<file path="src/sib_pkg.sv">
`default_nettype none

package sib_pkg;

  // Field widths
  localparam int unsigned TIME_W     = 64;
  localparam int unsigned POS_W      = 32;
  localparam int unsigned ANG_W      = 16;
  localparam int unsigned CFG_IDX_W  = 8;
  localparam int unsigned CFG_DATA_W = 16;

  // Front to back queue
  localparam int unsigned QUEUE_DEPTH = 2;

  // Arithmetic widths
  localparam int unsigned FRAC_W = 16;
  localparam int unsigned MUL_A_W = 33;
  localparam int unsigned MUL_B_W = 17;
  localparam int unsigned PROD_W = 50;
  localparam int unsigned MAG_W  = 48;
  localparam int unsigned REM_W  = 10;
  localparam int unsigned EDIV_BITS = 4;

  localparam logic [REM_W:0] EXT_DIVISOR = 11'd1000;

  // Sequencer counts
  localparam logic [3:0] FRAC_STEP_LAST = 4'd15;
  localparam logic [3:0] EDIV_STEP_LAST = 4'd11;
  localparam logic [2:0] LERP_LAST      = 3'd5;
  localparam logic [2:0] EXT_LAST       = 3'd2;
  localparam logic [2:0] ANG_FIRST      = 3'd3;

  // Register reset values
  localparam logic [CFG_DATA_W-1:0] RESET_DELAY = 16'd100;
  localparam logic [CFG_DATA_W-1:0] RESET_LIMIT = 16'd500;

  typedef enum logic {
    OP_STORE = 1'b0,
    OP_QUERY = 1'b1
  } sib_op_e;

  typedef enum logic [1:0] {
    MODE_NEWEST = 2'd0,
    MODE_INTERP = 2'd1,
    MODE_EXTRAP = 2'd2,
    MODE_HOLD   = 2'd3
  } sib_mode_e;

  typedef enum logic [CFG_IDX_W-1:0] {
    REG_REPLAY_DELAY = 'd0,
    REG_EXTRAP_LIMIT = 'd1
  } sib_reg_e;

  typedef enum logic [3:0] {
    S_IDLE,
    S_RD0,
    S_SLOT0,
    S_SCAN_RD,
    S_SCAN,
    S_FRAC,
    S_DIV,
    S_LMUL,
    S_LADD,
    S_EMUL,
    S_EABS,
    S_EDIV,
    S_EADD,
    S_OUT
  } sib_state_e;

  typedef struct packed {
    logic [TIME_W-1:0]         time_ms;
    logic [2:0][POS_W-1:0]     pos;
    logic [2:0][ANG_W-1:0]     ang;
    logic [2:0][POS_W-1:0]     vel;
  } sib_snap_t;

  // Queue entry: for a query, time_ms carries the replay time
  typedef struct packed {
    sib_op_e   op;
    logic      time_valid;
    sib_snap_t snap;
  } sib_item_t;

  typedef struct packed {
    logic [2:0][POS_W-1:0] pos;
    logic [2:0][ANG_W-1:0] ang;
    sib_mode_e             mode;
  } sib_pose_t;

endpackage

`default_nettype wire

</file>
<file path="src/sib_ifs.sv">
`default_nettype none

// Input item channel
interface sib_in_if;
  import sib_pkg::*;
  logic                    valid;
  logic                    ready;
  logic                    operation;
  logic [TIME_W-1:0]       time_ms;
  logic                    time_valid;
  logic signed [POS_W-1:0] pos_x;
  logic signed [POS_W-1:0] pos_y;
  logic signed [POS_W-1:0] pos_z;
  logic [ANG_W-1:0]        angle_pitch;
  logic [ANG_W-1:0]        angle_yaw;
  logic [ANG_W-1:0]        angle_roll;
  logic signed [POS_W-1:0] vel_x;
  logic signed [POS_W-1:0] vel_y;
  logic signed [POS_W-1:0] vel_z;

  modport source (
    output valid, operation, time_ms, time_valid, pos_x, pos_y, pos_z,
    output angle_pitch, angle_yaw, angle_roll, vel_x, vel_y, vel_z,
    input  ready
  );
  modport sink (
    input  valid, operation, time_ms, time_valid, pos_x, pos_y, pos_z,
    input  angle_pitch, angle_yaw, angle_roll, vel_x, vel_y, vel_z,
    output ready
  );
endinterface


// Configuration write channel
interface sib_cfg_if;
  import sib_pkg::*;
  logic                  valid;
  logic                  ready;
  logic [CFG_IDX_W-1:0]  index;
  logic [CFG_DATA_W-1:0] data;

  modport source (output valid, index, data, input ready);
  modport sink (input valid, index, data, output ready);
endinterface

`default_nettype wire

</file>
<file path="src/sib_front.sv">
`default_nettype none

module sib_front (
  input  wire logic                         clk_i,
  input  wire logic                         rst_ni,
  sib_in_if.sink                            in_i,
  sib_cfg_if.sink                           cfg_i,
  output logic                              push_valid_o,
  output sib_pkg::sib_item_t                push_item_o,
  input  wire logic                         push_ready_i,
  output logic [sib_pkg::CFG_DATA_W-1:0]    limit_o
);
  import sib_pkg::*;

  logic [CFG_DATA_W-1:0] delay_q, delay_d;
  logic [CFG_DATA_W-1:0] limit_q, limit_d;

  // Register writes; unknown indexes are dropped
  assign cfg_i.ready = 1'b1;

  always_comb begin
    delay_d = delay_q;
    limit_d = limit_q;
    if (cfg_i.valid) begin
      case (cfg_i.index)
        REG_REPLAY_DELAY: delay_d = cfg_i.data;
        REG_EXTRAP_LIMIT: limit_d = cfg_i.data;
        default: ;
      endcase
    end
  end

  always_ff @(posedge clk_i or negedge rst_ni) begin
    if (!rst_ni) begin
      delay_q <= RESET_DELAY;
      limit_q <= RESET_LIMIT;
    end else begin
      delay_q <= delay_d;
      limit_q <= limit_d;
    end
  end

  assign limit_o = limit_q;

  // Classify the item and form the replay time for queries
  assign push_valid_o = in_i.valid;
  assign in_i.ready   = push_ready_i;

  always_comb begin
    push_item_o.op         = sib_op_e'(in_i.operation);
    push_item_o.time_valid = in_i.time_valid;
    push_item_o.snap.time_ms = (in_i.operation == OP_QUERY) ?
                               in_i.time_ms - TIME_W'(delay_q) : in_i.time_ms;
    push_item_o.snap.pos[0] = in_i.pos_x;
    push_item_o.snap.pos[1] = in_i.pos_y;
    push_item_o.snap.pos[2] = in_i.pos_z;
    push_item_o.snap.ang[0] = in_i.angle_pitch;
    push_item_o.snap.ang[1] = in_i.angle_yaw;
    push_item_o.snap.ang[2] = in_i.angle_roll;
    push_item_o.snap.vel[0] = in_i.vel_x;
    push_item_o.snap.vel[1] = in_i.vel_y;
    push_item_o.snap.vel[2] = in_i.vel_z;
  end

endmodule

`default_nettype wire

</file>
<file path="src/flat_wrapper.sv">
// flat-port wrapper written by rule: the top's interface ports become plain ports
module sib_front_flat import sib_pkg::*;
  (clk_i, rst_ni, push_valid_o, push_item_o, push_ready_i, limit_o, in_i_valid, in_i_operation, in_i_time_ms, in_i_time_valid, in_i_pos_x, in_i_pos_y, in_i_pos_z, in_i_angle_pitch, in_i_angle_yaw, in_i_angle_roll, in_i_vel_x, in_i_vel_y, in_i_vel_z, in_i_ready, cfg_i_valid, cfg_i_index, cfg_i_data, cfg_i_ready);
  sib_in_if in_i_i ();
  sib_cfg_if cfg_i_i ();
  input  wire logic clk_i;
  input  wire logic rst_ni;
  output logic push_valid_o;
  output sib_pkg::sib_item_t push_item_o;
  input  wire logic push_ready_i;
  output logic [sib_pkg::CFG_DATA_W-1:0] limit_o;
  input wire logic [$bits(in_i_i.valid)-1:0] in_i_valid;
  input wire logic [$bits(in_i_i.operation)-1:0] in_i_operation;
  input wire logic [$bits(in_i_i.time_ms)-1:0] in_i_time_ms;
  input wire logic [$bits(in_i_i.time_valid)-1:0] in_i_time_valid;
  input wire logic [$bits(in_i_i.pos_x)-1:0] in_i_pos_x;
  input wire logic [$bits(in_i_i.pos_y)-1:0] in_i_pos_y;
  input wire logic [$bits(in_i_i.pos_z)-1:0] in_i_pos_z;
  input wire logic [$bits(in_i_i.angle_pitch)-1:0] in_i_angle_pitch;
  input wire logic [$bits(in_i_i.angle_yaw)-1:0] in_i_angle_yaw;
  input wire logic [$bits(in_i_i.angle_roll)-1:0] in_i_angle_roll;
  input wire logic [$bits(in_i_i.vel_x)-1:0] in_i_vel_x;
  input wire logic [$bits(in_i_i.vel_y)-1:0] in_i_vel_y;
  input wire logic [$bits(in_i_i.vel_z)-1:0] in_i_vel_z;
  output wire logic [$bits(in_i_i.ready)-1:0] in_i_ready;
  input wire logic [$bits(cfg_i_i.valid)-1:0] cfg_i_valid;
  input wire logic [$bits(cfg_i_i.index)-1:0] cfg_i_index;
  input wire logic [$bits(cfg_i_i.data)-1:0] cfg_i_data;
  output wire logic [$bits(cfg_i_i.ready)-1:0] cfg_i_ready;
  assign in_i_i.valid = in_i_valid;
  assign in_i_i.operation = in_i_operation;
  assign in_i_i.time_ms = in_i_time_ms;
  assign in_i_i.time_valid = in_i_time_valid;
  assign in_i_i.pos_x = in_i_pos_x;
  assign in_i_i.pos_y = in_i_pos_y;
  assign in_i_i.pos_z = in_i_pos_z;
  assign in_i_i.angle_pitch = in_i_angle_pitch;
  assign in_i_i.angle_yaw = in_i_angle_yaw;
  assign in_i_i.angle_roll = in_i_angle_roll;
  assign in_i_i.vel_x = in_i_vel_x;
  assign in_i_i.vel_y = in_i_vel_y;
  assign in_i_i.vel_z = in_i_vel_z;
  assign in_i_ready = in_i_i.ready;
  assign cfg_i_i.valid = cfg_i_valid;
  assign cfg_i_i.index = cfg_i_index;
  assign cfg_i_i.data = cfg_i_data;
  assign cfg_i_ready = cfg_i_i.ready;
  sib_front u_core (.clk_i(clk_i), .rst_ni(rst_ni), .in_i(in_i_i), .cfg_i(cfg_i_i), .push_valid_o(push_valid_o), .push_item_o(push_item_o), .push_ready_i(push_ready_i), .limit_o(limit_o));
endmodule
</file>
<file path="config.mk">
export PLATFORM = sky130hd
export DESIGN_NAME = sib_front_flat
export DESIGN_NICKNAME = d
export VERILOG_FILES = /design/src/sib_pkg.sv /design/src/sib_ifs.sv /design/src/sib_front.sv /design/src/flat_wrapper.sv
export SDC_FILE = /design/constraint.sdc
export NUM_CORES = 1
export LEC_CHECK = 0
export BUFFER_PORTS_ARGS = -buffer_cell sky130_fd_sc_hd__buf_2
export CORE_AREA = 2 2 259 261
export DETAILED_ROUTE_END_ITERATION = 7
export DIE_AREA = 0 0 261 263
export GPL_TIMING_DRIVEN = 0
export HOLD_SLACK_MARGIN = 0.02
export REMOVE_ABC_BUFFERS = 1
export SYNTH_ARGS = -nofsm -noshare
export SYNTH_HDL_FRONTEND = slang
export SYNTH_SLANG_ARGS = --single-unit
export TNS_END_PERCENT = 100
</file>
<file path="constraint.sdc">
create_clock -name clk_i -period 3.9 [get_ports clk_i]
set_clock_uncertainty 0.05 [all_clocks]
set_input_delay 0.78 -clock clk_i [delete_from_list [all_inputs] [get_ports clk_i]]
set_output_delay 0.78 -clock clk_i [all_outputs]
set_load 0.02 [all_outputs]
</file>
==> results of run 1 <==
==> power breakdown <==
group	total (µW)	internal, µW	switching (µW)
sequential	365	358	7.57
clock	385	254	131
combinational	667	247	420
total	1420	859	559
==> worst paths after layout <==
check	start	end	slack, ns	cells after the start
worst max-delay path	in_i_time_ms[43]	push_item_o[291]	-0.23	8
worst min-delay path	u_core.limit_o[15]	u_core.limit_o[15]	0.45	1
worst max register to register	u_core.delay_q[0]	u_core.delay_q[0]	3.06	1
worst min register to register	u_core.limit_o[15]	u_core.limit_o[15]	0.45	1
max in group asynchronous	rst_ni	u_core.limit_o[15]	2.85	1
min in group asynchronous	rst_ni	u_core.limit_o[1]	0.49	1
==> cell type report <==
cell class | count | area [µm²] | area share
Timing Repair Buffer | 215 | 1330 | 0.195
Inverter | 24 | 95.1 | 0.0140
Multi-Input combinational cell | 396 | 3340 | 0.490
Antenna cell | 2 | 5.00 | 0.000736
Tap cell | 864 | 1080 | 0.159
Sequential cell | 32 | 812 | 0.119
Clock buffer | 8 | 146 | 0.0215
==> stage by stage <==
step           setup TNS [ns]    util  power (µW)  area [µm²]
2_1_floorplan           -4.02       -         663        3600
3_3_place_gp           -83.64  0.0844         910        5540
3_5_place_dp           -26.94  0.0858         916        5630
4_1_cts                -0.738  0.0981        1370        6440
5_1_grt                 -1.37   0.104        1490        6800
6_report               -0.832   0.104        1420        6800
==> flip-flops by register name, summed over array words and instances (netlist names) <==
register / count
u_core.limit_o: 16
u_core.delay_q: 16
==> what timing repair did <==
item	in CTS	in global routing
resized for setup	104	62
pin swaps	26	34
setup endpoints to repair	53	38
cloned	0	1
setup buffers	27	11
hold buffers	0	0
==> cells in the final DEF (no fill, tap or decap), drive strengths merged, types with 8 or more instances in the layout <==
master,n
a211oi,8
xor2,35
inv,23
nor4,14
dfstp,9
dfrtp,23
nand4,10
a21oi,22
nor2,29
nand2,46
ha,16
and2,8
nand3,22
nor3,21
mux2,25
or3,10
clkbuf,9
xnor2,20
o21ai,27
buf,214
==> kinds of logic after synthesis <==
group,share of synthesized area
fa+ha+maj,0.0401
other cells,0.000683
xor+xnor,0.0877
buf+inv,0.361
flops,0.148
compound gates,0.123
mux,0.0549
simple gates,0.185
==> synthesized netlist by cell type, types with 20 or more instances <==
master	count	area [µm²]
buf_4	246	1850
mux2_2	25	282
dfrtp_1	23	576
nor2_1	29	109
xor2_1	35	307
nand2_1	46	173
nor3_1	21	105
a21oi_1	22	110
nand3_1	22	110
o21ai_0	27	135
inv_1	23	86.3
xnor2_1	20	175
==> routing by layer <==
metal	vias to the layer above	wire, µm
li1	2135	-
met1	2494	16900
met2	916	45300
met3	145	29900
met4	18	6930
met5	-	549
==> impl_metrics.py, run 1 <==
metrics = {
    "finish": {
        "fillers": 7684,
        "layout.nets": 1026,
        "area_growth_pct": 23.9,
        "stdcell_count": 1541,
        "layout-drive-gt1-share": 0.517,
    },
    "floorplan": {
        "core_um2": 65600,
        "die_x_um": 261,
        "fp.dieH_um": 263,
        "die_area_um2": 68600,
        "rows": 94,
        "ios": 660,
        "initial_utilization": 0.0837,
    },
    "placement": {
        "place_ws_ns": -1.10,
        "routabilityCongestion": 1.18,
        "place_inst": 1494,
        "io_buffers": 172,
        "dp_hpwl_mm": 93.7,
    },
    "cts": {
        "cts_tree": "yes",
        "root_buffer": "clkbuf_16",
        "clock-sinks": 32,
        "h-tree-depth": 2,
        "cts_buffer_depth": 2,
        "clkTransAtPathRegs_ns": 0.05,
        "cts_buffers": 5,
        "clock_latency_ns": 0.27,
    },
    "logic_synthesis": {
        "synth_edf_count": 0,
        "synth.avg_cell_area_um2": 7.75,
        "yosys.cell_types.count": 58,
        "syn-instance-count": 709,
        "synth_area_um2": 5490,
        "yosysWarnings": 0,
        "ys_ff_latch": 32,
        "ys.flop_type": "dfrtp_1",
        "ys_seq_area_frac": 0.148,
        "async_flop_share": 1.00,
    },
    "worst_setup_path": {
        "cp.required_ns": 3.07,
        "cp-start-kind": "input port",
        "slowest_stage": "or4_4",
        "worstPathArrival_ns": 3.30,
        "endpoint_kind": "primary output",
        "path_cells": "buf_8 -> or4_4 -> or3_4 -> or4_4 -> or4_4 -> a311oi_2 -> xor2_1 -> buf_4",
        "critPathMostFrequentCell": "or4_4",
        "path_max_fanout": 3,
        "critPathTopFamily": "simple AND/OR/NAND/NOR gates",
        "path_class": "input port to primary output",
        "critPathBufInv": 2,
        "slowest_delay_ns": 0.53,
    },
    "sta": {
        "setup_violations": 6,
        "worst_pin_slew_ns": 0.873,
        "rsz0062_at_grt": "true",
        "max-slew-margin-rel": 0.416,
        "whs_ns": 0.450,
        "hold_viol": 0,
        "min_period_over_period": 1.06,
        "layout_setup_ws_ns": -0.229,
        "clock.fmax_mhz": 242,
        "slew_violations": 0,
        "post-route-min-period_ns": 4.13,
    },
    "drt": {
        "routed_via_density": 3.70,
        "ant_nets": 0,
        "drt_iter0_drc": 655,
        "post_drt_wl_per_cell_um": 64.6,
        "drc": 0,
        "routed_wl_mm": 99.5,
        "dr.pass1.iters": 5,
        "via_count": 5708,
    },
    "grt": {
        "antenna_found_initial": 14,
        "grt_pass1_wl_mm": 110,
        "grt_usage": 0.278,
        "grt_pass1_vias": 5076,
        "grtUsageMet2": 0.451,
        "grt_max_degree": 33,
        "grt_most_used_layer": "met2",
        "grt_use_met1": 0.137,
        "gr-total-overflow": 0,
        "met3_usage": 0.385,
    },
    "power_and_ir_drop": {
        "leakagePower_uw": 0.00265,
        "ir_worst_vdd_v": 0.000320,
        "powerDensity_nw_per_um2": 208,
    },
    "run_status": {
        "violations": "setup timing",
        "status": "complete, but fails checks",
    },
    "job": {
        "max_cap_violations": 0,
    },
    "worst_hold_path": {
        "hold_class": "register to register",
    },
}
No activity file was read; power rests on OpenSTA's default activity.
==> run 2: changes to the inputs <==
Settings changed: REMOVE_ABC_BUFFERS 1 to default.
==> run 2 against run 1 <==
Compared with the run above: the run still ends with setup timing left; utilization up 4.5 points; non-clock buffer count rose by 477; sequential cell count unchanged; clock power up 19%; combinational power up 68%; count of clock-buffer cells in the layout decreased by 3; first-iteration DRC count decreased by 61%; worst hold slack improved by 0.0034 ns; critical path depth unchanged; sequential power is essentially flat; register-to-register slack barely moved; largest power group unchanged.
==> impl_metrics.py, run 2 (synthesis gave the netlist of run 1 again) <==
metrics = {
    "run_status": {
        "status": "complete, but fails checks",
        "violations": "setup timing",
    },
    "grt": {
        "grt_usage": 0.0892,
        "gr-total-overflow": 0,
        "grt_pass1_wl_mm": 43.9,
        "antenna_found_initial": 11,
        "grt_pass1_vias": 6260,
        "grt_max_degree": 33,
    },
    "placement": {
        "place_ws_ns": -1.77,
        "routabilityCongestion": 0.889,
        "dp_hpwl_mm": 29.3,
        "io_buffers": 415,
    },
    "worst_setup_path": {
        "worstPathArrival_ns": 3.28,
        "critPathBufInv": 2,
        "path_cells": "buf_6 -> or4_4 -> or3_4 -> or4_4 -> or4_4 -> a311oi_4 -> xor2_2 -> buf_6",
        "path_class": "input port to primary output",
        "path_max_fanout": 4,
        "r2r_slack_ns": 3.06,
        "cp-start-kind": "input port",
        "critPathTopFamily": "simple AND/OR/NAND/NOR gates",
        "endpoint_kind": "primary output",
        "slowest_delay_ns": 0.53,
        "slowest_stage": "or4_4",
        "cp.required_ns": 3.07,
        "critPathMostFrequentCell": "or4_4",
    },
    "power_and_ir_drop": {
        "pwr-share-seq": 0.187,
        "leakagePower_uw": 0.00467,
        "p_switching_uw": 820,
        "ir_worst_vdd_v": 0.000138,
        "p_clk_frac": 0.235,
        "powerDensity_nw_per_um2": 200,
        "netSwitchingFraction": 0.421,
        "p_int_uw": 1130,
        "p_comb_frac": 0.577,
    },
    "finish": {
        "area_growth_pct": 77.6,
        "final_common_cell": "buf_2",
        "layout.nets": 1502,
        "layout-drive-gt1-share": 0.711,
        "layout_common_cells": "397 x buf_2, 278 x buf_4, 46 x nand2_1",
        "final_util": 0.149,
    },
    "sta": {
        "rsz0062_at_grt": "true",
        "layout_setup_ws_ns": -0.205,
        "slew_violations": 0,
        "worst_pin_slew_ns": 0.834,
        "setup_violations": 4,
        "post-route-min-period_ns": 4.11,
        "whs_ns": 0.453,
        "clock.fmax_mhz": 244,
        "hold_viol": 0,
        "min_period_over_period": 1.05,
        "max-slew-margin-rel": 0.439,
    },
    "drt": {
        "via_count": 6596,
        "wl_met2_mm": 16.5,
        "drc": 0,
        "routed_via_density": 3.27,
        "drt_iter0_drc": 255,
        "top_layer": "met5",
        "wl_met3_mm": 3.64,
        "ant_nets": 0,
        "post_drt_wl_per_cell_um": 16.7,
        "wl_met1_mm": 12.9,
        "dr.pass1.iters": 4,
        "routed_wl_mm": 33.7,
    },
    "floorplan": {
        "die_area_um2": 68600,
        "ios": 660,
        "core_um2": 65600,
        "die_x_um": 261,
        "rows": 94,
        "initial_utilization": 0.0837,
        "fp.dieH_um": 263,
    },
    "cts": {
        "cts_tree": "yes",
        "cts_buffer_depth": 2,
        "cts_buffers": 5,
        "clock-sinks": 32,
        "clock_latency_ns": 0.28,
        "clkTransAtPathRegs_ns": 0.06,
        "root_buffer": "clkbuf_16",
        "h-tree-depth": 2,
    },
    "logic_synthesis": {
        "synth_fp_nets": 1061,
    },
    "job": {
        "max_cap_violations": 0,
    },
    "worst_hold_path": {
        "hold_class": "register to register",
    },
}
==> run 2: area by class of cell <==
type / instances / area (µm²)
Antenna cell: 4 / 10.0
Buffer: 255 / 1920
Clock buffer: 5 / 125
Clock inverter: 3 / 42.5
Fill cell: 7489 / 55900
Inverter: 24 / 90.1
Multi-Input combinational cell: 395 / 3340
Sequential cell: 32 / 812
Tap cell: 864 / 1080
Timing Repair Buffer: 437 / 2330
==> run 2: power groups by stage <==
stage                     sequential (µW)  clock [µW]  combinational, µW
after floorplan                       380           0                657
after detailed placement              370           0               1050
after global routing                  367         495               1200
final                                 365         458               1120
after global placement                370           0               1040
after CTS                             365         479               1110
==> run 2: per-stage QoR <==
step | area (µm²) | total power [µW] | TNS, ns | std cells
2_1_floorplan | 5570 | 1040 | 0 | 709
3_3_place_gp | 8730 | 1410 | -62.56 | 1988
3_5_place_dp | 8790 | 1420 | -39.19 | 1992
4_1_cts | 9530 | 1960 | -0.693 | 2012
5_1_grt | 9740 | 2060 | -0.966 | 2016
6_report | 9750 | 1950 | -0.391 | 2019
==> run 2: repair_timing <==
action	CTS	global route
setup endpoints to repair	53	41
setup buffers	15	3
hold buffers	0	0
pin swaps	14	17
cloned	0	0
gates resized for setup	95	44
==> run 2: path summary, 6_finish.rpt <==
path / start / endpoint / cells after the start
worst min register to register: u_core.limit_o[3] / u_core.limit_o[3] / 1
worst max register to register: u_core.delay_q[2] / u_core.delay_q[2] / 2
min in group asynchronous: rst_ni / u_core.limit_o[0] / 1
worst min-delay path: u_core.limit_o[3] / u_core.limit_o[3] / 1
max in group asynchronous: rst_ni / u_core.delay_q[14] / 1
worst max-delay path: in_i_time_ms[45] / push_item_o[291] / 8
==> run 2: per-layer routing <==
layer / track usage / vias up
met5: 0 / -
met4: 0.0204 / 10
met3: 0.0272 / 32
met2: 0.159 / 431
met1: 0.103 / 3039
li1: - / 3084
==> run 2: worst register-to-register path: stages, from the launching register on <==
cell and delay (ns):
dfstp_2 0.51, inv_1 0.05, o21ai_0 0.16
==> run 3: changes to the inputs <==
Settings changed: CTS_BUF_LIST from default to sky130_fd_sc_hd__clkbuf_2.
==> run 3 against run 2 <==
Compared with the run above: the flow still finishes with violations (setup timing); sequential power is essentially flat; sequential share of layout area shrank 0.15 points; worst hold slack lost 0.078 ns; global-route usage grew 0.075 points; via count grew 1.3%; largest cell class unchanged.
==> impl_metrics.py, run 3 (synthesis gave the netlist of run 1 again) <==
metrics = {
    "finish": {
        "final_util": 0.151,
        "layout.nets": 1516,
        "final_common_cell": "buf_2",
        "layout_common_cells": "395 x buf_2, 285 x buf_4, 46 x nand2_1",
        "layout-drive-gt1-share": 0.729,
        "area_growth_pct": 80.7,
        "fillers": 7477,
        "stdcell_count": 2033,
        "multi_input_area_um2": 3460,
        "regArea_um2": 812,
    },
    "worst_setup_path": {
        "path_max_fanout": 3,
        "endpoint_kind": "primary output",
        "path_class": "input port to primary output",
        "slowest_stage": "or4_4",
        "cp-start-kind": "input port",
        "critPathMostFrequentCell": "or4_4",
        "cp.required_ns": 3.07,
        "path_cells": "buf_6 -> or4_4 -> or3_4 -> or4_4 -> or4_4 -> a311oi_4 -> xor2_2 -> buf_6",
        "worstPathArrival_ns": 3.28,
        "slowest_delay_ns": 0.54,
    },
    "logic_synthesis": {
        "synth_fp_nets": 1061,
    },
    "sta": {
        "slew_violations": 0,
        "min_period_over_period": 1.05,
        "rsz0062_at_grt": "true",
        "layout_setup_ws_ns": -0.205,
        "clock.fmax_mhz": 244,
        "setup_violations": 4,
        "post-route-min-period_ns": 4.11,
        "max-slew-margin-rel": 0.456,
        "worst_pin_slew_ns": 0.816,
        "hold_viol": 0,
    },
    "drt": {
        "ant_nets": 0,
        "via_count": 6681,
        "dr.pass1.iters": 4,
        "routed_via_density": 3.29,
        "drt_iter0_drc": 280,
        "post_drt_wl_per_cell_um": 16.6,
        "routed_wl_mm": 33.8,
        "drc": 0,
    },
    "grt": {
        "grt_usage": 0.0899,
        "antenna_found_initial": 12,
        "grt_pass1_wl_mm": 44.3,
        "gr-total-overflow": 0,
        "grt_max_degree": 33,
        "grt_pass1_vias": 6326,
    },
    "floorplan": {
        "fp.dieH_um": 263,
        "ios": 660,
        "die_area_um2": 68600,
        "rows": 94,
        "core_um2": 65600,
        "die_x_um": 261,
        "initial_utilization": 0.0837,
    },
    "cts": {
        "clock-sinks": 32,
        "h-tree-depth": 2,
        "clock_latency_ns": 0.39,
        "cts_buffer_depth": 2,
        "cts_tree": "yes",
        "root_buffer": "clkbuf_2",
        "clkTransAtPathRegs_ns": 0.22,
        "cts_buffers": 5,
    },
    "placement": {
        "dp_hpwl_mm": 29.3,
        "io_buffers": 415,
        "place_inst": 1992,
        "routabilityCongestion": 0.889,
        "place_ws_ns": -1.77,
    },
    "run_status": {
        "violations": "setup timing",
        "status": "complete, but fails checks",
    },
    "power_and_ir_drop": {
        "leakagePower_uw": 0.00472,
        "powerDensity_nw_per_um2": 177,
        "ir_worst_vdd_v": 0.000101,
    },
    "worst_hold_path": {
        "hold_class": "input port to asynchronous set/reset pin",
    },
    "job": {
        "max_cap_violations": 0,
    },
}
[run 3: changes by cell type in the layout (fill, tap and decap cells not counted), sizes merged]
cell    previous run  this run
buf              684       699
clkbuf            13        12
[run 3: stage by stage]
step | TNS (ns) | cell area (µm²) | power [µW] | hold WS [ns]
after floorplan | 0 | 5570 | 1040 | 0.428
after global placement | -62.56 | 8730 | 1410 | 0.435
after detailed placement | -39.19 | 8790 | 1420 | 0.438
after CTS | -0.791 | 9580 | 1750 | 0.356
after global routing | -1.15 | 9920 | 1870 | 0.384
final | -0.541 | 9930 | 1760 | 0.375
[run 3: power breakdown]
group          total (µW)  switching [µW]  internal (µW)
Combinational        1150             659            487
Clock                 249             142            107
Sequential            364            7.39            357
[run 3: final timing paths]
kind,slack [ns],cells after the start,endpoint,from
worst max-delay path,-0.21,8,push_item_o[291],in_i_time_ms[45]
worst min-delay path,0.37,1,u_core.limit_o[3],rst_ni
worst max register to register,2.91,3,u_core.delay_q[2],u_core.delay_q[2]
worst min register to register,0.48,1,u_core.limit_o[3],u_core.limit_o[3]
max in group asynchronous,2.91,1,u_core.delay_q[13],rst_ni
min in group clk_i,0.48,1,u_core.limit_o[3],u_core.limit_o[3]
[run 3: layer usage]
layer	vias to the layer above	GRT usage	wire, µm
li1	3113	-	-
met1	3067	0.104	12600
met2	446	0.161	16600
met3	43	0.0271	3850
met4	12	0.0213	651
met5	-	0	75
[run 3: timing repair]
action	4_1_cts	5_1_grt
setup endpoints to repair	54	42
setup buffers	22	12
pin swaps	22	27
hold buffers	0	0
gates resized for setup	110	65
[run 3: critical path, delay by kind of cell]
kind                      cells  cell delay [ns]
and+or+nand+nor               4             1.79
AOI/OAI and AO/OA             1             0.31
buffers and inverters         2             0.22
xor gates and xnor gates      1             0.17
[run 3: final cells by class]
| class | count | share of cell area |
|---|---|---|
| multi-input combinational | 395 | 0.348 |
| timing repair buffer | 452 | 0.251 |
| buffer | 254 | 0.193 |
| tap | 864 | 0.109 |
| sequential | 32 | 0.0818 |
| inverter | 24 | 0.00908 |
| clock inverter | 3 | 0.00429 |
| clock buffer | 5 | 0.00252 |
| antenna | 4 | 0.00101 |
