File: src/sib_pkg.sv
`default_nettype none

package sib_pkg;

  // Field widths
  localparam int unsigned TIME_W     = 64;
  localparam int unsigned POS_W      = 32;
  localparam int unsigned ANG_W      = 16;
  localparam int unsigned CFG_IDX_W  = 8;
  localparam int unsigned CFG_DATA_W = 16;

  // Front to back queue
  localparam int unsigned QUEUE_DEPTH = 2;

  // Arithmetic widths
  localparam int unsigned FRAC_W = 16;
  localparam int unsigned MUL_A_W = 33;
  localparam int unsigned MUL_B_W = 17;
  localparam int unsigned PROD_W = 50;
  localparam int unsigned MAG_W  = 48;
  localparam int unsigned REM_W  = 10;
  localparam int unsigned EDIV_BITS = 4;

  localparam logic [REM_W:0] EXT_DIVISOR = 11'd1000;

  // Sequencer counts
  localparam logic [3:0] FRAC_STEP_LAST = 4'd15;
  localparam logic [3:0] EDIV_STEP_LAST = 4'd11;
  localparam logic [2:0] LERP_LAST      = 3'd5;
  localparam logic [2:0] EXT_LAST       = 3'd2;
  localparam logic [2:0] ANG_FIRST      = 3'd3;

  // Register reset values
  localparam logic [CFG_DATA_W-1:0] RESET_DELAY = 16'd100;
  localparam logic [CFG_DATA_W-1:0] RESET_LIMIT = 16'd500;

  typedef enum logic {
    OP_STORE = 1'b0,
    OP_QUERY = 1'b1
  } sib_op_e;

  typedef enum logic [1:0] {
    MODE_NEWEST = 2'd0,
    MODE_INTERP = 2'd1,
    MODE_EXTRAP = 2'd2,
    MODE_HOLD   = 2'd3
  } sib_mode_e;

  typedef enum logic [CFG_IDX_W-1:0] {
    REG_REPLAY_DELAY = 'd0,
    REG_EXTRAP_LIMIT = 'd1
  } sib_reg_e;

  typedef enum logic [3:0] {
    S_IDLE,
    S_RD0,
    S_SLOT0,
    S_SCAN_RD,
    S_SCAN,
    S_FRAC,
    S_DIV,
    S_LMUL,
    S_LADD,
    S_EMUL,
    S_EABS,
    S_EDIV,
    S_EADD,
    S_OUT
  } sib_state_e;

  typedef struct packed {
    logic [TIME_W-1:0]         time_ms;
    logic [2:0][POS_W-1:0]     pos;
    logic [2:0][ANG_W-1:0]     ang;
    logic [2:0][POS_W-1:0]     vel;
  } sib_snap_t;

  // Queue entry: for a query, time_ms carries the replay time
  typedef struct packed {
    sib_op_e   op;
    logic      time_valid;
    sib_snap_t snap;
  } sib_item_t;

  typedef struct packed {
    logic [2:0][POS_W-1:0] pos;
    logic [2:0][ANG_W-1:0] ang;
    sib_mode_e             mode;
  } sib_pose_t;

endpackage

`default_nettype wire

File: src/sib_queue.sv
`default_nettype none

module sib_queue (
  input  wire logic              clk_i,
  input  wire logic              rst_ni,
  input  wire logic              push_valid_i,
  input  sib_pkg::sib_item_t     push_item_i,
  output logic                   push_ready_o,
  output logic                   pop_valid_o,
  output sib_pkg::sib_item_t     pop_item_o,
  input  wire logic              pop_i
);
  import sib_pkg::*;

  localparam int unsigned PW = (QUEUE_DEPTH > 1) ? $clog2(QUEUE_DEPTH) : 1;
  localparam int unsigned CNT_W = $clog2(QUEUE_DEPTH + 1);

  sib_item_t          entry_q [QUEUE_DEPTH];
  logic [PW-1:0]      wr_ptr_q, wr_ptr_d;
  logic [PW-1:0]      rd_ptr_q, rd_ptr_d;
  logic [CNT_W-1:0]   count_q, count_d;
  logic               push, pop;

  assign push_ready_o = (count_q != CNT_W'(QUEUE_DEPTH));
  assign pop_valid_o  = (count_q != '0);
  assign pop_item_o   = entry_q[rd_ptr_q];
  assign push = push_valid_i && push_ready_o;
  assign pop  = pop_i && pop_valid_o;

  // Pointer and occupancy update
  always_comb begin
    wr_ptr_d = wr_ptr_q;
    rd_ptr_d = rd_ptr_q;
    count_d  = count_q;
    if (push) begin
      wr_ptr_d = (wr_ptr_q == PW'(QUEUE_DEPTH - 1)) ? '0 : wr_ptr_q + 1'b1;
    end
    if (pop) begin
      rd_ptr_d = (rd_ptr_q == PW'(QUEUE_DEPTH - 1)) ? '0 : rd_ptr_q + 1'b1;
    end
    if (push && !pop) begin
      count_d = count_q + 1'b1;
    end else if (pop && !push) begin
      count_d = count_q - 1'b1;
    end
  end

  always_ff @(posedge clk_i or negedge rst_ni) begin
    if (!rst_ni) begin
      wr_ptr_q <= '0;
      rd_ptr_q <= '0;
      count_q  <= '0;
    end else begin
      wr_ptr_q <= wr_ptr_d;
      rd_ptr_q <= rd_ptr_d;
      count_q  <= count_d;
    end
  end

  // Entry storage
  always_ff @(posedge clk_i) begin
    if (push) begin
      entry_q[wr_ptr_q] <= push_item_i;
    end
  end

endmodule

`default_nettype wire

File: config.mk
export PLATFORM = sky130hd
export DESIGN_NAME = sib_queue
export DESIGN_NICKNAME = d
export VERILOG_FILES = /design/src/sib_pkg.sv /design/src/sib_queue.sv
export SDC_FILE = /design/constraint.sdc
export NUM_CORES = 1
export LEC_CHECK = 0
export BUFFER_PORTS_ARGS = -buffer_cell sky130_fd_sc_hd__buf_2
export CAP_MARGIN = 10
export CORE_UTILIZATION = 29
export DETAILED_ROUTE_END_ITERATION = 10
export PLACE_DENSITY_LB_ADDON = 0.1
export SLEW_MARGIN = 20
export SYNTH_ARGS = -nofsm -noshare
export SYNTH_HDL_FRONTEND = slang
export SYNTH_SLANG_ARGS = --single-unit
File: constraint.sdc
create_clock -name clk_i -period 33.4 [get_ports clk_i]
set_input_delay 3.34 -clock clk_i [delete_from_list [all_inputs] [get_ports clk_i]]
set_output_delay 3.34 -clock clk_i [all_outputs]
set_load 0.02 [all_outputs]
==> summary.txt, run 1 <==
Outcome
  – Status: completed

Routing
  – Initial DRC count: 449
  – WL per Instance: 20.53 um
  – Vias per cell: 4.166
  – Routed wire length: 56490 um
  – Post-route ant nets: 0
  – DR vias: 11460
  – DRC: 0
  – TritonRoute pass-1 iters: 4

STA
  – RSZ-0062 raised after global routing: false
  – Final Cycle Share: 21.80%
  – Final Max Slew Viols: 0
  – Min Tclk post-route: 7.281 ns
  – TNS Setup: 0 ns
  – Final Hold Viols: 0
  – Slew @ Worst Pin: 1.110 ns
  – Final setup viols: 0
  – Worst setup margin: 26.12 ns
  – Slew HR: 26.02%
  – F_max: 137.3 MHz
  – Clock Skews: 0.01793 ns

Critical path
  – Crit Path Max Fanout: 53
  – Flop-to-flop setup slack: 29.76 ns
  – Startpoint types: flip-flop
  – Number of cells on the worst reg-to-reg path: 5
  – CP Capture Type: output pin
  – Arrival time at the worst endpoint: 3.94 ns
  – Req. time, crit path: 30.06 ns
  – Class of the most critical setup path: reg -> out

Run
  – Max cap viols: 0

CTS
  – Worst skew pair latency: 0.61 ns
  – CTS buffer count: 72
  – CTS tree: done
  – Hold-fix buffers, CTS: 0
  – H-tree levels: 3
  – Clock root buffer: clkbuf_16
  – Resize count post-CTS: 0
  – Clock sink count: 616
  – Clk pin slew, worst setup/hold paths: 0.05 ns
  – Clock buffer depth: 3
  – Post-CTS setup buffer count: 0

Placement
  – I/O Buffers: 617
  – Setup slack at placement: 26.63 ns
  – DP HPWL: 38470 um
  – Gpl congestion: 0.7555

GRT
  – First-pass GRT wire length: 80480 um
  – Gr usage total: 13.46%
  – Global route total overflow: 0
  – Vias in the first global route: 12230
  – Initial antenna violation count: 19
  – Largest net degree at the start of global routing: 147

Die
  – Die Y: 285.0 um
  – I/O pin count: 618
  – Die width: 285.0 um
  – Die Area: 0.08121 mm^2
  – Std-Cell Core Area: 0.07913 mm^2
  – # rows: 103
  – Starting Density: 29.34%

Synth
  – Syn Std Cell Area: 0.02322 mm^2
  – Syn avg cell area: 23.94 um^2
  – Register bit total from synthesis: 616
  – Cells after Synth: 970
  – Post-synth cell types: 15
  – Syn nets: 1281
  – Ys Warns: 0
  – Register area share after synthesis: 79.58%

Min path
  – Worst Hold Class: reg -> reg
  – Hold depth: 1

Pwr
  – Total power density per cell area: 95.02 mW/mm^2
  – Sequential fraction of design power: 39.4%
  – Int Power: 0.001890 W
  – Sw Pwr: 0.0009301 W
  – Clock power share: 26.5%
  – Switching share of power: 32.98%
  – Combinational cell fraction of total power: 34.1%
  – Leakage: 11.56 nW
  – VDD IR max: 0.05982 mV

Finish
  – Share of layout cells above drive strength 1: 61.08%
  – Total Nets Final: 1949
  – Area growth, synth to finish: 27.82%
  – Fillers: 7476
  – Commonest non-fill, non-tap cell in the layout: buf_2
  – Most frequent cells in the layout: buf_2 (617), edfxtp_1 (612), mux2_4 (230), mux2_2 (76), clkbuf_16 (75)
## layout make-up
class / count / area (um^2) / share of cell area (%)
Sequential cell: 616 / 18480 / 62.27
Multi-Input combinational cell: 319 / 4412 / 14.87
Timing Repair Buffer: 628 / 3199 / 10.78
Clock buffer: 92 / 1941 / 6.539
Tap cell: 1050 / 1314 / 4.427
Clock inverter: 40 / 312.8 / 1.054
Antenna cell: 6 / 15.01 / 0.05059
Inverter: 1 / 3.754 / 0.01265
## layer usage
| metal | vias to the layer above | GRT usage [%] | part of all wire (%) |
|---|---|---|---|
| met5 | - | 0 | 0.28 |
| met4 | 24 | 4.960 | 2.5 |
| met3 | 98 | 5.616 | 8.9 |
| met2 | 387 | 24.54 | 54 |
| met1 | 5710 | 13.61 | 35 |
| li1 | 5245 | - | - |
## Yosys cell counts
cell      number  area, um^2
edfxtp_1     612       18380
mux2_4       230        3453
mux2_2        76       855.8
buf_6         27       304.0
buf_2          7       35.03
dfrtp_1        4       100.1
xnor2_1        3       26.28
nand2_1        2       7.510
nor2_1         2       7.510
xor2_1         2       17.52
and3_1         1       6.260
ha_1           1       12.51
inv_1          1       3.750
nand2b_1       1       6.260
or2_2          1       6.260
## per-stage QoR
step | total power (W) | hold slack (ns) | area, um^2 | cells | util [%]
2_1_floorplan | 0.001887 | 0.4559 | 23220 | 970 | -
3_3_place_gp | 0.002116 | 0.4789 | 27410 | 2614 | 34.64
3_5_place_dp | 0.002117 | 0.4912 | 27410 | 2614 | 34.64
4_1_cts | 0.002880 | 0.4999 | 29660 | 2746 | 37.49
5_1_grt | 0.002955 | 0.5142 | 29670 | 2750 | 37.50
6_report | 0.002820 | 0.4984 | 29680 | 2752 | 37.51
## sequential cells by signal, indices dropped and copies added, names as in the netlist
register,count
wr_ptr_q,1
count_q,2
entry_q,612
rd_ptr_q,1
## worst paths after layout
kind	start	end
hold / removal	count_q[1]$_DFFE_PN0P_	count_q[1]$_DFFE_PN0P_
setup / recovery	rd_ptr_q$_DFFE_PN0P_	pop_item_o[2]
hold reg to reg	count_q[1]$_DFFE_PN0P_	count_q[1]$_DFFE_PN0P_
min in group asynchronous	rst_ni	wr_ptr_q$_DFFE_PN0P_
setup reg to reg	count_q[0]$_DFFE_PN0P_	entry_q[0][80]$_DFFE_PP_
max in group asynchronous	rst_ni	rd_ptr_q$_DFFE_PN0P_
## critical path: stages (launching register included)
cell,delay [ns]
dfrtp_4,0.97
buf_4,0.81
buf_4,0.89
mux2_2,0.42
buf_2,0.16
## power by group through the flow
stage               Combinational [W]  Clock, W  Sequential [W]
CTS                          0.000991  0.000775         0.00111
global route                  0.00102  0.000805         0.00113
floorplan                    0.000703         0         0.00118
global placement             0.000991         0         0.00112
finish                       0.000963  0.000746         0.00111
detailed placement           0.000988         0         0.00113
## logic make-up (layout without fill, tap and decap cells)
group,Yosys count,after routing,synth area share [%]
flip-flops,616,616,79.58
multiplexers,306,306,18.56
buffers and inverters,35,761,1.476
AND/OR/NAND/NOR,7,7,0.1456
XOR/XNOR,5,5,0.1886
adder cells (fa/ha/maj),1,1,0.05388
other,0,6,0
Power figures use the tool's default switching activity.
==> inputs of run 2 (changes only) <==
--- a/config.mk
+++ b/config.mk
@@ -5,6 +5,7 @@
 export SDC_FILE = /design/constraint.sdc
 export NUM_CORES = 1
 export LEC_CHECK = 0
+export ABC_AREA = 1
 export BUFFER_PORTS_ARGS = -buffer_cell sky130_fd_sc_hd__buf_2
 export CAP_MARGIN = 10
 export CORE_UTILIZATION = 29
==> constraint.sdc (replaced) <==
create_clock -name clk_i -period 7.4 [get_ports clk_i]
set_input_delay 0.74 -clock clk_i [delete_from_list [all_inputs] [get_ports clk_i]]
set_output_delay 0.74 -clock clk_i [all_outputs]
set_load 0.02 [all_outputs]
==> summary.txt, run 2 <==
Outcome
  – Status: completed (unchanged)

STA
  – Clock Skews: 0.01546 ns (was 0.01793 ns)
  – Final Hold Viols: 0 (unchanged)
  – Slew HR: 23.77% (was 26.02%)
  – Slew @ Worst Pin: 1.143 ns (was 1.110 ns)
  – F_max: 243.6 MHz
  – Min Tclk post-route: 4.105 ns
  – RSZ-0062 raised after global routing: false (unchanged)
  – Final Max Slew Viols: 0 (unchanged)
  – Final Cycle Share: 55.47%
  – Final setup viols: 0 (unchanged)

CTS
  – Clock buffer depth: 3 (unchanged)
  – CTS buffer count: 73 (was 72)
  – H-tree levels: 3 (unchanged)
  – Clock sink count: 616 (unchanged)
  – Clk pin slew, worst setup/hold paths: 0.06 ns (was 0.05 ns)
  – Post-CTS setup buffer count: 0 (unchanged)
  – Clock root buffer: clkbuf_16 (unchanged)
  – CTS tree: done (unchanged)
  – Worst skew pair latency: 0.60 ns (was 0.61 ns)

GRT
  – Initial antenna violation count: 24 (was 19)
  – First-pass GRT wire length: 87860 um (was 80480 um)
  – Gr usage total: 15.10% (was 13.46%)
  – Global route total overflow: 0 (unchanged)
  – Largest net degree at the start of global routing: 167 (was 147)
  – Vias in the first global route: 13910 (was 12230)

Critical path
  – Max incr delay on CP: 0.80 ns (was 0.97 ns)
  – Reg-to-Reg Start: count_q[0]$_DFFE_PN0P_ (unchanged)
  – Slowest cell on the critical path: dfrtp_4 (unchanged)
  – Flop-to-flop setup slack: 4.66 ns (was 29.76 ns)
  – Number of cells on the worst reg-to-reg path: 5 (unchanged)
  – Class of the most critical setup path: reg -> out (unchanged)
  – Buf+Inv Stages, Crit Path: 3 (unchanged)
  – Startpoint types: flip-flop (unchanged)
  – Gate family responsible for the most delay along the worst path: buffers and inverters (unchanged)
  – Terminus of the critical flop-to-flop path: entry_q[0][204]$_DFFE_PP_ (was entry_q[0][80]$_DFFE_PP_)
  – Most used cell, CP: nand2_1 (was buf_4)
  – Worst path cell trace: inv_8, buf_4, nand2_1, nand2_1, buf_2 (was buf_4, buf_4, mux2_2, buf_2)
  – Arrival time at the worst endpoint: 3.37 ns (was 3.94 ns)
  – CP Capture Type: output pin (unchanged)
  – Req. time, crit path: 6.66 ns (was 30.06 ns)
  – Crit Path Max Fanout: 123 (was 53)

Placement
  – Placed cells: 3218 (was 2614)
  – Gpl congestion: 0.7690 (was 0.7555)
  – Area post-placement: 0.02660 mm^2 (was 0.02741 mm^2)
  – DP HPWL: 39300 um (was 38470 um)
  – I/O Buffers: 617 (unchanged)

Die
  – Die width: 280.1 um (was 285.0 um)
  – I/O pin count: 618 (unchanged)
  – Starting Density: 29.44% (was 29.34%)
  – Std-Cell Core Area: 0.07620 mm^2 (was 0.07913 mm^2)
  – Die Area: 0.07847 mm^2 (was 0.08121 mm^2)
  – # rows: 101 (was 103)
  – Die Y: 280.1 um (was 285.0 um)

Run
  – Max cap viols: 0 (unchanged)

Synth
  – Largest cells by area after synthesis: edfxtp_1 (82%), nand2_1 (16%), buf_4 (0.87%), buf_2 (0.76%), dfrtp_1 (0.45%) (was edfxtp_1 (79%), mux2_4 (15%), mux2_2 (3.7%), buf_6 (1.3%), dfrtp_1 (0.43%))
  – Top-count cell post-synth: nand2_1 (was edfxtp_1)
  – Top FF cell, synth: edfxtp_1 (unchanged)
  – Post-synth top cells: nand2_1 (928), edfxtp_1 (612), buf_2 (34), buf_4 (26), clkbuf_1 (7) (was edfxtp_1 (612), mux2_4 (230), mux2_2 (76), buf_6 (27), buf_2 (7))
  – Async SR Flop Fraction: 0.6494% (unchanged)
  – Number of flops mapped to enable cells by yosys: 612 (unchanged)
  – Register bit total from synthesis: 616 (unchanged)
  – Yosys top cell by area: edfxtp_1 (unchanged)
  – Yosys top cell area share: 81.92% (was 79.15%)
  – Syn Std Cell Area: 0.02243 mm^2 (was 0.02322 mm^2)
  – Cells after Synth: 1626 (was 970)
  – Syn nets: 1937 (was 1281)
  – Syn avg cell area: 13.80 um^2 (was 23.94 um^2)
  – Ys Warns: 0 (unchanged)
  – Register area share after synthesis: 82.37% (was 79.58%)
  – Post-synth cell types: 14 (was 15)

Routing
  – DR vias: 14010 (was 11460)
  – TritonRoute pass-1 iters: 5 (was 4)
  – WL per Instance: 18.19 um (was 20.53 um)
  – DRC: 0 (unchanged)
  – Post-route ant nets: 0 (unchanged)
  – Routed wire length: 61120 um (was 56490 um)
  – Initial DRC count: 600 (was 449)
  – Vias per cell: 4.168 (was 4.166)

Pwr
  – VDD IR max: 0.3269 mV (was 0.05982 mV)
  – Total power density per cell area: 441.4 mW/mm^2 (was 95.02 mW/mm^2)
  – Leakage: 12.21 nW (was 11.56 nW)
  – Total power: 0.01277 W (was 0.002820 W)

Min path
  – Sink of the worst hold path: entry_q[1][41]$_DFFE_PP_ (was count_q[1]$_DFFE_PN0P_)
  – Worst Hold Class: in -> reg (was reg -> reg)
  – Hold depth: 1 (unchanged)
  – Worst Min Path Start: push_item_i[41] (was count_q[1]$_DFFE_PN0P_)

Finish
  – Final instance area: 0.02893 mm^2 (was 0.02968 mm^2)
  – Area growth, synth to finish: 28.98% (was 27.82%)
  – Total Nets Final: 2575 (was 1949)
  – Fin cells: 3360 (was 2752)
  – Most frequent cells in the layout: nand2_1 (928), buf_2 (617), edfxtp_1 (612), clkbuf_16 (73), clkinv_1 (20) (was buf_2 (617), edfxtp_1 (612), mux2_4 (230), mux2_2 (76), clkbuf_16 (75))
  – Top reg by flops: entry_q (unchanged)
  – Biggest regs: entry_q (612), count_q (2) (unchanged)
  – Final core utilization: 37.97% (was 37.51%)
  – Largest register FFs: 612 (unchanged)
  – Share of layout cells above drive strength 1: 31.41% (was 61.08%)
  – Commonest non-fill, non-tap cell in the layout: nand2_1 (was buf_2)
run 2: cell count changes after synthesis, moves of 2 or more:
cell      delta
xnor2_1      -2
mux2_4     -230
nand2_1    +926
clkbuf_1     +7
buf_2       +27
buf_4       +26
nand3_1      +2
mux2_2      -76
buf_6       -27
inv_1        +5
run 2: cells by family (layout without fill, tap and decap cells):
logic type	after synthesis	count (layout)	share of synthesized area, %
xor+xnor	2	2	0.07810
fa+ha+maj	1	1	0.05577
buf+inv	74	769	1.863
flops	616	616	82.37
other cells	0	9	0
simple gates	933	933	15.63
run 2: final cells by class:
type,instances,area (um^2)
fillers,7454,47270
flip-flops and latches,616,18480
multi-input cells,936,3552
repair buffers,630,3251
clock buffers,89,1887
well taps,1030,1289
clock inverters,43,416.7
inverters,7,33.78
diodes,9,22.52
run 2: metal layers:
layer	GRT usage, %	share of wire (%)	up-vias
met1	16.60	38	6636
met3	6.154	9.3	106
li1	-	-	6818
met4	4.680	2.0	26
met2	26.44	51	419
met5	0	0.26	-
run 2: timing repair:
action / in CTS / in global routing
hold endpoints to repair: 4 / 0
hold buffers: 1 / 0
resized for setup: 0 / 0
run 2: metrics by stage:
step	worst slack, ns	hold slack (ns)	TNS, ns
floorplan	-1.927	0.4444	-1178.93
global placement	3.895	0.4805	0
detailed placement	3.885	0.4909	0
CTS	3.209	0.2616	0
global route	3.046	0.2750	0
finish	3.295	0.3171	0
run 2: power breakdown:
part,leakage [nW],internal (W),switching (W)
combinational,5.35,0.00111,0.00322
clock,1.12,0.00201,0.00143
sequential,5.74,0.00478,0.000225
run 2: worst max-delay path by stage:
stage,start,slack [ns],to,depth (start not counted)
global placement,rd_ptr_q$_DFFE_PN0P_,3.90,pop_item_o[135],5
finish,rd_ptr_q$_DFFE_PN0P_,3.29,pop_item_o[135],5
floorplan,push_valid_i,-1.93,entry_q[0][0]$_DFFE_PP_,2
global route,rd_ptr_q$_DFFE_PN0P_,3.05,pop_item_o[83],5
CTS,rd_ptr_q$_DFFE_PN0P_,3.21,pop_item_o[135],5
detailed placement,rd_ptr_q$_DFFE_PN0P_,3.89,pop_item_o[135],5
run 2: worst reg2reg max path, delay by kind of cell (launching register included):
kind | cells | cell delay (ns)
simple gates | 3 | 1.07
buf+inv | 2 | 0.85
flops | 1 | 0.38
==> inputs of run 3 (changes only) <==
--- a/config.mk
+++ b/config.mk
@@ -5,7 +5,7 @@
 export SDC_FILE = /design/constraint.sdc
 export NUM_CORES = 1
 export LEC_CHECK = 0
-export ABC_AREA = 1
+export ABC_AREA = 0
 export BUFFER_PORTS_ARGS = -buffer_cell sky130_fd_sc_hd__buf_2
 export CAP_MARGIN = 10
 export CORE_UTILIZATION = 29
==> constraint.sdc (replaced) <==
create_clock -name clk_i -period 4.15 [get_ports clk_i]
set_input_delay 0.415 -clock clk_i [delete_from_list [all_inputs] [get_ports clk_i]]
set_output_delay 0.415 -clock clk_i [all_outputs]
set_load 0.02 [all_outputs]
==> summary.txt, run 3 (synthesis results as in run 1) <==
Outcome
  – Status: completed (unchanged)

CTS
  – Clock root buffer: clkbuf_16 (unchanged)
  – Post-CTS setup buffer count: 0 (unchanged)
  – Clock sink count: 616 (unchanged)
  – Worst skew pair latency: 0.61 ns (was 0.60 ns)
  – H-tree levels: 3 (unchanged)
  – Resize count post-CTS: 0 (unchanged)
  – CTS tree: done (unchanged)
  – Clk pin slew, worst setup/hold paths: 0.06 ns (about the same)
  – Clock buffer depth: 3 (unchanged)
  – CTS buffer count: 75 (was 73)

Placement
  – Gpl congestion: 0.7443 (was 0.7690)
  – I/O Buffers: 617 (unchanged)
  – Placed cells: 2632 (was 3218)
  – DP HPWL: 39030 um (was 39300 um)

Die
  – Die width: 285.0 um (was 280.1 um)
  – Starting Density: 29.34% (was 29.44%)
  – Die Y: 285.0 um (was 280.1 um)
  – Std-Cell Core Area: 0.07913 mm^2 (was 0.07620 mm^2)
  – # rows: 103 (was 101)
  – I/O pin count: 618 (unchanged)
  – Die Area: 0.08121 mm^2 (was 0.07847 mm^2)

STA
  – Slew @ Worst Pin: 0.6913 ns (was 1.143 ns)
  – Slew HR: 53.91% (was 23.77%)
  – TNS Setup: 0 ns (unchanged)
  – Final setup viols: 0 (unchanged)
  – Min Tclk post-route: 2.995 ns
  – Final Hold Viols: 0 (unchanged)
  – RSZ-0062 raised after global routing: false (unchanged)
  – Clock Skews: 0.02050 ns (was 0.01546 ns)
  – F_max: 333.8 MHz
  – Final Max Slew Viols: 0 (unchanged)
  – Final Cycle Share: 72.18%

Routing
  – Met2 WL: 29830 um (was 30990 um)
  – Post-route ant nets: 0 (unchanged)
  – Routed length on met3: 4122 um (was 5661 um)
  – DRC: 0 (unchanged)
  – Max Used Layer: met5 (unchanged)
  – WL per Instance: 18.61 um (was 18.19 um)
  – M1 WL: 21500 um (was 23070 um)
  – Routed wire length: 57190 um (was 61120 um)
  – TritonRoute pass-1 iters: 4 (was 5)
  – Initial DRC count: 550 (was 600)
  – Vias per cell: 4.139 (was 4.168)
  – DR vias: 12720 (was 14010)

Critical path
  – Terminus of the critical flop-to-flop path: entry_q[0][265]$_DFFE_PP_ (was entry_q[0][204]$_DFFE_PP_)
  – CP Capture Type: output pin (unchanged)
  – Flop-to-flop setup slack: 1.94 ns (was 4.66 ns)
  – Most used cell, CP: buf_12 (was nand2_1)
  – Arrival time at the worst endpoint: 2.58 ns (was 3.37 ns)
  – Max incr delay on CP: 0.76 ns (was 0.80 ns)
  – Reg-to-Reg Start: count_q[0]$_DFFE_PN0P_ (unchanged)
  – Number of cells on the worst reg-to-reg path: 4 (was 5)
  – Slowest cell on the critical path: dfrtp_4 (unchanged)
  – Class of the most critical setup path: reg -> out (unchanged)
  – Worst path cell trace: buf_12, buf_12, mux2_4, buf_2 (was inv_8, buf_4, nand2_1, nand2_1, buf_2)
  – Req. time, crit path: 3.73 ns (was 6.66 ns)
  – Startpoint types: flip-flop (unchanged)
  – Crit Path Max Fanout: 42 (was 123)

Min path
  – Sink of the worst hold path: entry_q[1][104]$_DFFE_PP_ (was entry_q[1][41]$_DFFE_PP_)
  – Worst Hold Class: in -> reg (unchanged)
  – Hold depth: 1 (unchanged)
  – Worst Min Path Start: push_item_i[104] (was push_item_i[41])

Finish
  – Multi-input gate area in the final layout: 0.004427 mm^2 (was 0.003552 mm^2)
  – Fillers: 7316 (was 7454)
  – Total Nets Final: 2274 (was 2575)
  – Top reg by flops: entry_q (unchanged)
  – Final core utilization: 41.69% (was 37.97%)
  – Share of layout cells above drive strength 1: 52.20% (was 31.41%)
  – Biggest regs: entry_q (612), count_q (2) (unchanged)
  – Most frequent cells in the layout: buf_2 (617), edfxtp_1 (612), dlygate4sd3_1 (304), mux2_4 (230), clkbuf_16 (77) (was nand2_1 (928), buf_2 (617), edfxtp_1 (612), clkbuf_16 (73), clkinv_1 (20))
  – Largest register FFs: 612 (unchanged)
  – FF+latch area: 0.01848 mm^2 (unchanged)
  – Commonest non-fill, non-tap cell in the layout: buf_2 (was nand2_1)
  – Area growth, synth to finish: 42.08% (was 28.98%)
  – Fin cells: 3072 (was 3360)

Pwr
  – Total power density per cell area: 701.9 mW/mm^2 (was 441.4 mW/mm^2)
  – Leakage: 12.97 nW (was 12.21 nW)
  – VDD IR max: 0.4128 mV (was 0.3269 mV)

GRT
  – Largest net degree at the start of global routing: 98 (was 167)
  – First-pass GRT wire length: 84060 um (was 87860 um)
  – Vias in the first global route: 13830 (was 13910)
  – Gr usage total: 13.71% (was 15.10%)
  – Initial antenna violation count: 6 (was 24)
  – Global route total overflow: 0 (unchanged)

Run
  – Max cap viols: 0 (unchanged)
run 3: worst max-delay path, delay by kind of cell (launching register included):
family / cells / cell delay [ns]
mux: 1 / 0.36
flops: 1 / 0.76
buf+inv: 3 / 0.77
run 3: power by group:
group	total, W	switching, W	internal [W]
Combinational	0.00822	0.00474	0.00347
Clock	0.00608	0.00248	0.00359
Sequential	0.00886	0.000361	0.00850
run 3: through the flow:
stage	total power, W	setup slack [ns]	instance area (um^2)	hold WS (ns)
3_5_place_dp	0.01717	1.749	27640	0.2332
2_1_floorplan	0.01476	-1.436	23240	0.1194
4_1_cts	0.02362	1.080	32980	0.003615
6_report	0.02316	1.155	32990	0.05512
5_1_grt	0.02425	1.023	32990	0.01012
3_3_place_gp	0.01714	1.766	27640	0.2307
run 3: timing repair:
item / 4_1_cts / 5_1_grt
setup endpoints to repair: 0 / 0
endpoints found under the hold margin: 610 / 0
hold buffers: 304 / 0
run 3: cell type report:
type	count	area share [%]
diodes	3	0.02276
clock buffers	96	6.057
clock inverters	37	0.9026
inverters	1	0.01138
multi-input cells	319	13.42
flip-flops and latches	616	56.02
well taps	1050	3.982
repair buffers	950	19.59
run 3: how the worst max path moves through the flow:
stage                                          to                    from  slack, ns  cells after the start
after floorplan           entry_q[0][0]$_DFFE_PP_  count_q[0]$_DFFE_PN0P_      -1.44                      3
after global placement             pop_item_o[64]    rd_ptr_q$_DFFE_PN0P_       1.77                      4
after detailed placement           pop_item_o[64]    rd_ptr_q$_DFFE_PN0P_       1.75                      4
after CTS                          pop_item_o[64]    rd_ptr_q$_DFFE_PN0P_       1.08                      4
after global routing               pop_item_o[64]    rd_ptr_q$_DFFE_PN0P_       1.02                      4
final                              pop_item_o[64]    rd_ptr_q$_DFFE_PN0P_       1.15                      4
run 3: routing by layer:
layer,up-vias,GRT usage [%]
met1,6315,15.12
met3,94,4.440
met5,-,0
met2,403,24.28
met4,6,5.535
li1,5897,-
